==> config.mk <==
export PLATFORM = sky130hd
export DESIGN_NAME = base64_stream_encoder
export DESIGN_NICKNAME = d
export VERILOG_FILES = /design/src/sv/b64_pkg.sv /design/src/sv/base64_stream_encoder.sv /design/src/sv/b64_front.sv /design/src/sv/b64_queue.sv /design/src/sv/b64_back.sv
export SDC_FILE = /design/constraint.sdc
export NUM_CORES = 1
export LEC_CHECK = 0
export BUFFER_PORTS_ARGS = -buffer_cell sky130_fd_sc_hd__buf_2
export CAP_MARGIN = 0
export CORE_ASPECT_RATIO = 1.4
export CORE_MARGIN = 4
export CORE_UTILIZATION = 33
export DETAILED_ROUTE_END_ITERATION = 16
export GPL_TIMING_DRIVEN = 0
export PLACE_DENSITY_LB_ADDON = 0.2
export REMOVE_ABC_BUFFERS = 1
export SETUP_SLACK_MARGIN = 0.3
export SKIP_LAST_GASP = 1
export SYNTH_ARGS = -nofsm -noshare
export SYNTH_HDL_FRONTEND = slang
export SYNTH_HIERARCHICAL = 1
export SYNTH_SLANG_ARGS = --single-unit
==> constraint.sdc <==
create_clock -name aclk -period 6.5 [get_ports aclk]
set_input_delay 1.3 -clock aclk [delete_from_list [all_inputs] [get_ports aclk]]
set_output_delay 1.3 -clock aclk [all_outputs]
set_load 0.005 [all_outputs]
==> src/sv/b64_pkg.sv <==
package b64_pkg;

    // ascii code of the pad character
    localparam logic [6:0] PAD_CODE = 7'd61;

    // depth of the queue between front and back
    localparam int QUEUE_DEPTH = 2;

    // leftover bit counts held by the front
    localparam logic [2:0] CNT_ZERO = 3'd0;
    localparam logic [2:0] CNT_TWO  = 3'd2;
    localparam logic [2:0] CNT_FOUR = 3'd4;

    // one queued request: up to four characters for one input byte
    typedef struct packed {
        logic [3:0][6:0] chars;
        logic [1:0]      last_idx;
        logic            fin;
    } entry_t;

    // map a sextet onto the standard alphabet
    function automatic logic [6:0] encode_sextet(input logic [5:0] idx);
        logic [6:0] code;
        logic [6:0] wide;
        wide = {1'b0, idx};
        if (idx < 6'd26) begin
            code = 7'd65 + wide;
        end else if (idx < 6'd52) begin
            code = 7'd71 + wide;
        end else if (idx < 6'd62) begin
            code = wide - 7'd4;
        end else if (idx == 6'd62) begin
            code = 7'd43;
        end else begin
            code = 7'd47;
        end
        return code;
    endfunction

endpackage

==> src/sv/base64_stream_encoder.sv <==
// base64 encoder: one message byte in, one to four characters out
// path: a byte's characters pass through the queue, the request register and the output register
// throughput: one character per cycle while m_tready is high, set by the output register;
// the queue lets new bytes be taken while earlier characters are still going out
// reset: synchronous, active low; clears leftover bits, queue and output valid
module base64_stream_encoder (
    input  logic       aclk,
    input  logic       aresetn,
    input  logic       s_tvalid,
    output logic       s_tready,
    input  logic [7:0] s_tdata,   // [7:0] data_byte
    input  logic       s_tlast,
    output logic       m_tvalid,
    input  logic       m_tready,
    output logic [7:0] m_tdata,   // [6:0] char_code, [7] zero
    output logic       m_tlast
);

    b64_pkg::entry_t push_entry;
    b64_pkg::entry_t head_entry;
    logic            push;
    logic            pop;
    logic            full;
    logic            not_empty;
    logic [6:0]      char_code;

    // byte intake and sextet split
    b64_front u_front (
        .aclk       (aclk),
        .aresetn    (aresetn),
        .in_valid   (s_tvalid),
        .in_ready   (s_tready),
        .data_byte  (s_tdata),
        .final_byte (s_tlast),
        .q_full     (full),
        .q_push     (push),
        .q_entry    (push_entry)
    );

    // short queue between front and back
    b64_queue u_queue (
        .aclk       (aclk),
        .aresetn    (aresetn),
        .push       (push),
        .push_entry (push_entry),
        .full       (full),
        .pop        (pop),
        .not_empty  (not_empty),
        .head_entry (head_entry)
    );

    // character serialiser with output register
    b64_back u_back (
        .aclk        (aclk),
        .aresetn     (aresetn),
        .q_not_empty (not_empty),
        .q_head      (head_entry),
        .q_pop       (pop),
        .out_valid   (m_tvalid),
        .out_ready   (m_tready),
        .char_code   (char_code),
        .last_char   (m_tlast)
    );

    assign m_tdata = {1'b0, char_code};

endmodule

==> src/sv/b64_front.sv <==
module b64_front (
    input  logic             aclk,
    input  logic             aresetn,
    input  logic             in_valid,
    output logic             in_ready,
    input  logic [7:0]       data_byte,
    input  logic             final_byte,
    input  logic             q_full,
    output logic             q_push,
    output b64_pkg::entry_t  q_entry
);

    logic [3:0] bits_reg;
    logic [3:0] bits_next;
    logic [2:0] count_reg;
    logic [2:0] count_next;
    logic [3:0] rem_bits;
    logic [2:0] rem_count;

    assign in_ready = !q_full;
    assign q_push   = in_valid && !q_full;

    // split the byte into sextets and build the character group
    always_comb begin
        q_entry.chars    = {4{b64_pkg::PAD_CODE}};
        q_entry.last_idx = 2'd0;
        q_entry.fin      = final_byte;
        rem_bits         = 4'd0;
        rem_count        = b64_pkg::CNT_ZERO;
        case (count_reg)
            b64_pkg::CNT_ZERO: begin
                q_entry.chars[0] = b64_pkg::encode_sextet(data_byte[7:2]);
                rem_bits         = {2'b00, data_byte[1:0]};
                rem_count        = b64_pkg::CNT_TWO;
                if (final_byte) begin
                    q_entry.chars[1] = b64_pkg::encode_sextet({data_byte[1:0], 4'b0000});
                    q_entry.last_idx = 2'd3;
                end
            end
            b64_pkg::CNT_TWO: begin
                q_entry.chars[0] = b64_pkg::encode_sextet({bits_reg[1:0], data_byte[7:4]});
                rem_bits         = data_byte[3:0];
                rem_count        = b64_pkg::CNT_FOUR;
                if (final_byte) begin
                    q_entry.chars[1] = b64_pkg::encode_sextet({data_byte[3:0], 2'b00});
                    q_entry.last_idx = 2'd2;
                end
            end
            default: begin
                q_entry.chars[0] = b64_pkg::encode_sextet({bits_reg, data_byte[7:6]});
                q_entry.chars[1] = b64_pkg::encode_sextet(data_byte[5:0]);
                q_entry.last_idx = 2'd1;
            end
        endcase
    end

    // leftover state, cleared after the final byte
    always_comb begin
        bits_next  = bits_reg;
        count_next = count_reg;
        if (q_push) begin
            if (final_byte) begin
                bits_next  = 4'd0;
                count_next = b64_pkg::CNT_ZERO;
            end else begin
                bits_next  = rem_bits;
                count_next = rem_count;
            end
        end
    end

    always_ff @(posedge aclk) begin
        if (!aresetn) begin
            bits_reg  <= 4'd0;
            count_reg <= b64_pkg::CNT_ZERO;
        end else begin
            bits_reg  <= bits_next;
            count_reg <= count_next;
        end
    end

endmodule

==> src/sv/b64_queue.sv <==
module b64_queue (
    input  logic             aclk,
    input  logic             aresetn,
    input  logic             push,
    input  b64_pkg::entry_t  push_entry,
    output logic             full,
    input  logic             pop,
    output logic             not_empty,
    output b64_pkg::entry_t  head_entry
);

    localparam int PtrW = $clog2(b64_pkg::QUEUE_DEPTH);
    localparam int CntW = $clog2(b64_pkg::QUEUE_DEPTH + 1);

    b64_pkg::entry_t mem_reg [b64_pkg::QUEUE_DEPTH];
    logic [PtrW-1:0] wr_ptr_reg;
    logic [PtrW-1:0] wr_ptr_next;
    logic [PtrW-1:0] rd_ptr_reg;
    logic [PtrW-1:0] rd_ptr_next;
    logic [CntW-1:0] fill_reg;
    logic [CntW-1:0] fill_next;

    assign full       = (fill_reg == CntW'(b64_pkg::QUEUE_DEPTH));
    assign not_empty  = (fill_reg != '0);
    assign head_entry = mem_reg[rd_ptr_reg];

    // pointer and fill bookkeeping
    always_comb begin
        wr_ptr_next = wr_ptr_reg;
        rd_ptr_next = rd_ptr_reg;
        fill_next   = fill_reg;
        if (push) begin
            wr_ptr_next = (wr_ptr_reg == PtrW'(b64_pkg::QUEUE_DEPTH - 1)) ? '0
                          : wr_ptr_reg + 1'b1;
        end
        if (pop) begin
            rd_ptr_next = (rd_ptr_reg == PtrW'(b64_pkg::QUEUE_DEPTH - 1)) ? '0
                          : rd_ptr_reg + 1'b1;
        end
        if (push && !pop) begin
            fill_next = fill_reg + 1'b1;
        end else if (pop && !push) begin
            fill_next = fill_reg - 1'b1;
        end
    end

    always_ff @(posedge aclk) begin
        if (!aresetn) begin
            wr_ptr_reg <= '0;
            rd_ptr_reg <= '0;
            fill_reg   <= '0;
        end else begin
            wr_ptr_reg <= wr_ptr_next;
            rd_ptr_reg <= rd_ptr_next;
            fill_reg   <= fill_next;
        end
    end

    // storage
    always_ff @(posedge aclk) begin
        if (push) begin
            mem_reg[wr_ptr_reg] <= push_entry;
        end
    end

endmodule

==> src/sv/b64_back.sv <==
module b64_back (
    input  logic             aclk,
    input  logic             aresetn,
    input  logic             q_not_empty,
    input  b64_pkg::entry_t  q_head,
    output logic             q_pop,
    output logic             out_valid,
    input  logic             out_ready,
    output logic [6:0]       char_code,
    output logic             last_char
);

    b64_pkg::entry_t cur_reg;
    logic [1:0]      pos_reg;
    logic [1:0]      pos_next;
    logic            have_reg;
    logic            have_next;
    logic            out_valid_reg;
    logic            out_valid_next;
    logic [6:0]      char_reg;
    logic            last_reg;
    logic            slot_free;
    logic            emit;
    logic            at_end;

    assign slot_free = !out_valid_reg || out_ready;
    assign emit      = have_reg && slot_free;
    assign at_end    = (pos_reg == cur_reg.last_idx);
    assign q_pop     = q_not_empty && (!have_reg || (emit && at_end));

    assign out_valid = out_valid_reg;
    assign char_code = char_reg;
    assign last_char = last_reg;

    // walk through the characters of the current request
    always_comb begin
        pos_next       = pos_reg;
        have_next      = have_reg;
        out_valid_next = out_valid_reg;
        if (emit) begin
            out_valid_next = 1'b1;
            pos_next       = pos_reg + 1'b1;
            if (at_end) begin
                have_next = 1'b0;
            end
        end else if (out_ready) begin
            out_valid_next = 1'b0;
        end
        if (q_pop) begin
            have_next = 1'b1;
            pos_next  = 2'd0;
        end
    end

    always_ff @(posedge aclk) begin
        if (!aresetn) begin
            pos_reg       <= 2'd0;
            have_reg      <= 1'b0;
            out_valid_reg <= 1'b0;
        end else begin
            pos_reg       <= pos_next;
            have_reg      <= have_next;
            out_valid_reg <= out_valid_next;
        end
    end

    // payload registers
    always_ff @(posedge aclk) begin
        if (q_pop) begin
            cur_reg <= q_head;
        end
        if (emit) begin
            char_reg <= cur_reg.chars[pos_reg];
            last_reg <= cur_reg.fin && at_end;
        end
    end

endmodule

==> metrics.txt <==
Clock transition at path regs roughly 50 ps; Vias slightly above 4,000; drt drc 0; post-placement cell area 0.00652 sq mm; RD Place Congestion 0.915; initial core utilization 33.8%; number of synthesized register bits about 120; PostCTS Resize Cnt 0; Clock Tree Root clkbuf_16; most common cell after layout, fill and taps aside edfxtp_1; vias in the first global route about 4,400; final wirelength 13,900 microns; count of cell types in the netlist between 70 and 80; met2 GRT Util between 20% and 30%; number of flip-flops in the largest register between 60 and 70; largest net degree at the start of global routing 34; DIE AREA 0.0214 sq mm; R2R Setup Slk between 3000 and 4000 ps; post-CTS setup buffers 0; Synth Warn # 6; CP Max Fanout 19; post-route design area just over 0.007 sq mm; FILL cells approximately 1,800; total negative slack 0 ps; most frequent cells in the layout edfxtp_1, a21oi_1, mux2_2, nand2_1, buf_2; Max-slew headroom 38.7%; min-delay src u_queue/fill_reg[1]; Seq/Total Area, Yosys between 50% and 60%; area occupied by registers roughly 0.0033 sq mm; nets roughly 570; Die X approximately 120 microns; hold depth 2; I/O pins 24; Area growth syn-to-layout 12.5%; Critical-path top delay cell ha_1; Final Cycle Share a little over half; GRT met1 Usage 14.9%; DIE HEIGHT 172 microns; gr busiest metal met2; Bufs and invs on worst path 1; Mapped Area 0.00631 sq mm; vias per std cell roughly 5.2; Worst Setup Path Type in -> reg; RSZ-0062 raised after global routing no; DP HPWL 9570 microns; Post-synth EDFFs ~100; status completed; max incr delay on CP 440 ps; Static Leak between 0.002 and 0.0025 uW; maximum VDD drop 0.168 mV; CP delay by family, top adder cells; largest buffer count on any clock path 2; Required @ worst endpoint approximately 6600 ps; R2R cell count 7; Final Util between 30% and 40%; core area 0.0187 sq mm; hold buffers post-CTS 0; Buffers on Ports 22; Most used DFF post-synth edfxtp_1; post-synthesis area per instance around 12 sq um; CP endpoint kind flip-flop; Site Rows between 50 and 60; Hold WC Path Type reg -> reg; antenna viol nets, final 0; met3 usage in global routing around 2.6%; Worst Tran Pin Value just over 900 ps; Worst EP arrival about 3600 ps; DR iter-0 viols 335; Hold EP u_queue/fill_reg[1]; Reg-to-Reg End u_queue/fill_reg[1]; worst path cell trace buf_2 -> ha_1 -> nand2b_1 -> xnor2_1 -> ha_1 -> a21oi_1 -> o221ai_1 -> xnor2_1 -> o211a_1; Max-Cap Viols 0; Setup Viol. Count Final 0; grt total ovfl 0; Num CTS Buffers 17; Final Skew approximately 8.7 ps; f_max 0.290 GHz; first-pass GRT wire length approximately 23,000 microns; asr flop ratio synth 0%; post-route minimum period ~3500 ps; max-slew violation count 0; router iterations before antenna repair 5; Fin. Hold Viols 0; Total GRT Usage about an eighth; worst r2r src u_back/pos_reg[0]; CTS tree done; area of the multi-input gates about 0.0027 sq mm; fraction of layout cells with a size suffix above 1 between 10% and 20%; clk_lat worst skew ~390 ps; Mapped Cells roughly 530; antenna cell count 0; clock sinks about 120; H-Tree Depth 4; wire per inst about 18 microns; Worst setup SP type input port; PD cells between 300 and 400 mW/mm^2; initial antenna violation count 0
logic make-up (layout without fill, tap and decap cells):
| kind of cell | count (synthesis) | in the layout | synth area share (%) |
|---|---|---|---|
| xor+xnor | 20 | 20 | 3.07 |
| flops | 116 | 116 | 52.8 |
| fa+ha+maj | 21 | 21 | 4.16 |
| other cells | 3 | 15 | 0.178 |
| mux | 43 | 43 | 9.25 |
| simple gates | 131 | 131 | 11.2 |
| compound gates | 124 | 124 | 13.6 |
| buf+inv | 67 | 77 | 5.81 |
synthesized netlist by cell type (3+ instances only):
library cell	instances	area, sq um
a211oi_1	4	30.0
a21oi_1	32	160
a221oi_1	4	35.0
a22oi_1	5	37.5
a31oi_1	5	31.3
and2_1	9	56.3
and3_1	4	25.0
buf_2	14	70.1
buf_4	18	135
buf_6	4	45.0
clkbuf_1	8	30.0
conb_1	3	11.3
dfxtp_1	15	300
edfxtp_1	101	3030
ha_1	21	263
inv_1	21	78.8
mux2_2	32	360
mux2i_1	4	40.0
mux4_1	7	184
nand2_1	29	109
nand2b_1	8	50.1
nand3_1	11	55.1
nand4_1	4	25.0
nor2_1	16	60.1
nor2b_1	17	106
nor3_1	9	45.0
nor4_1	3	18.8
o2111ai_1	3	26.3
o211ai_1	3	22.5
o21a_1	3	22.5
o21ai_0	18	90.1
o21ai_1	5	25.0
o221ai_1	3	26.3
o22ai_1	4	25.0
o311ai_1	4	35.0
o31ai_1	3	22.5
or3_1	7	43.8
xnor2_1	14	123
xor2_1	5	43.8
metrics by stage:
stage	power, uW	hold WS [ps]	setup WS (ps)	std cells
after floorplan	1550	461	2960	492
after global placement	1730	471	1940	758
after detailed placement	1750	507	2670	759
after CTS	2650	514	3090	791
after global routing	2740	543	2890	791
final	2610	511	3050	791
final cells by class:
| type | instances | area share, % |
|---|---|---|
| Inverter | 22 | 1.16 |
| Clock buffer | 28 | 7.56 |
| Sequential cell | 116 | 46.9 |
| Timing Repair Buffer | 23 | 1.83 |
| Tap cell | 244 | 4.30 |
| Clock inverter | 4 | 0.634 |
| Multi-Input combinational cell | 354 | 37.6 |
worst min-delay path: cells and delay by family, from the launching register on:
kind / cells / cell delay, ps
DFF: 1 / 320
AOI/OAI and AO/OA: 2 / 140
worst max-delay path by stage:
stage               startpoint                     end  slack [ps]  depth (start not counted)
floorplan             m_tready     u_queue/fill_reg[1]        2960                          7
global placement      s_tvalid  u_queue/mem_reg[0][21]        1940                          4
detailed placement  s_tdata[2]  u_queue/mem_reg[1][14]        2670                          9
CTS                 s_tdata[2]  u_queue/mem_reg[1][14]        3090                          9
global route        s_tdata[2]  u_queue/mem_reg[1][14]        2890                          9
finish              s_tdata[2]  u_queue/mem_reg[1][14]        3050                          9
metal layers:
metal | part of all wire, % | vias to the layer above
met5 | 0 | -
met4 | 2.0 | 0
met3 | 2.7 | 20
met2 | 54 | 75
met1 | 42 | 2050
li1 | - | 1984
where the power goes:
part           switching [uW]  total, uW  internal [uW]  leakage (uW)
combinational             294        543            249       0.00115
clock                     289        884            595      0.000290
sequential                109       1180           1070       0.00106
No activity file was read; power rests on OpenSTA's default activity.
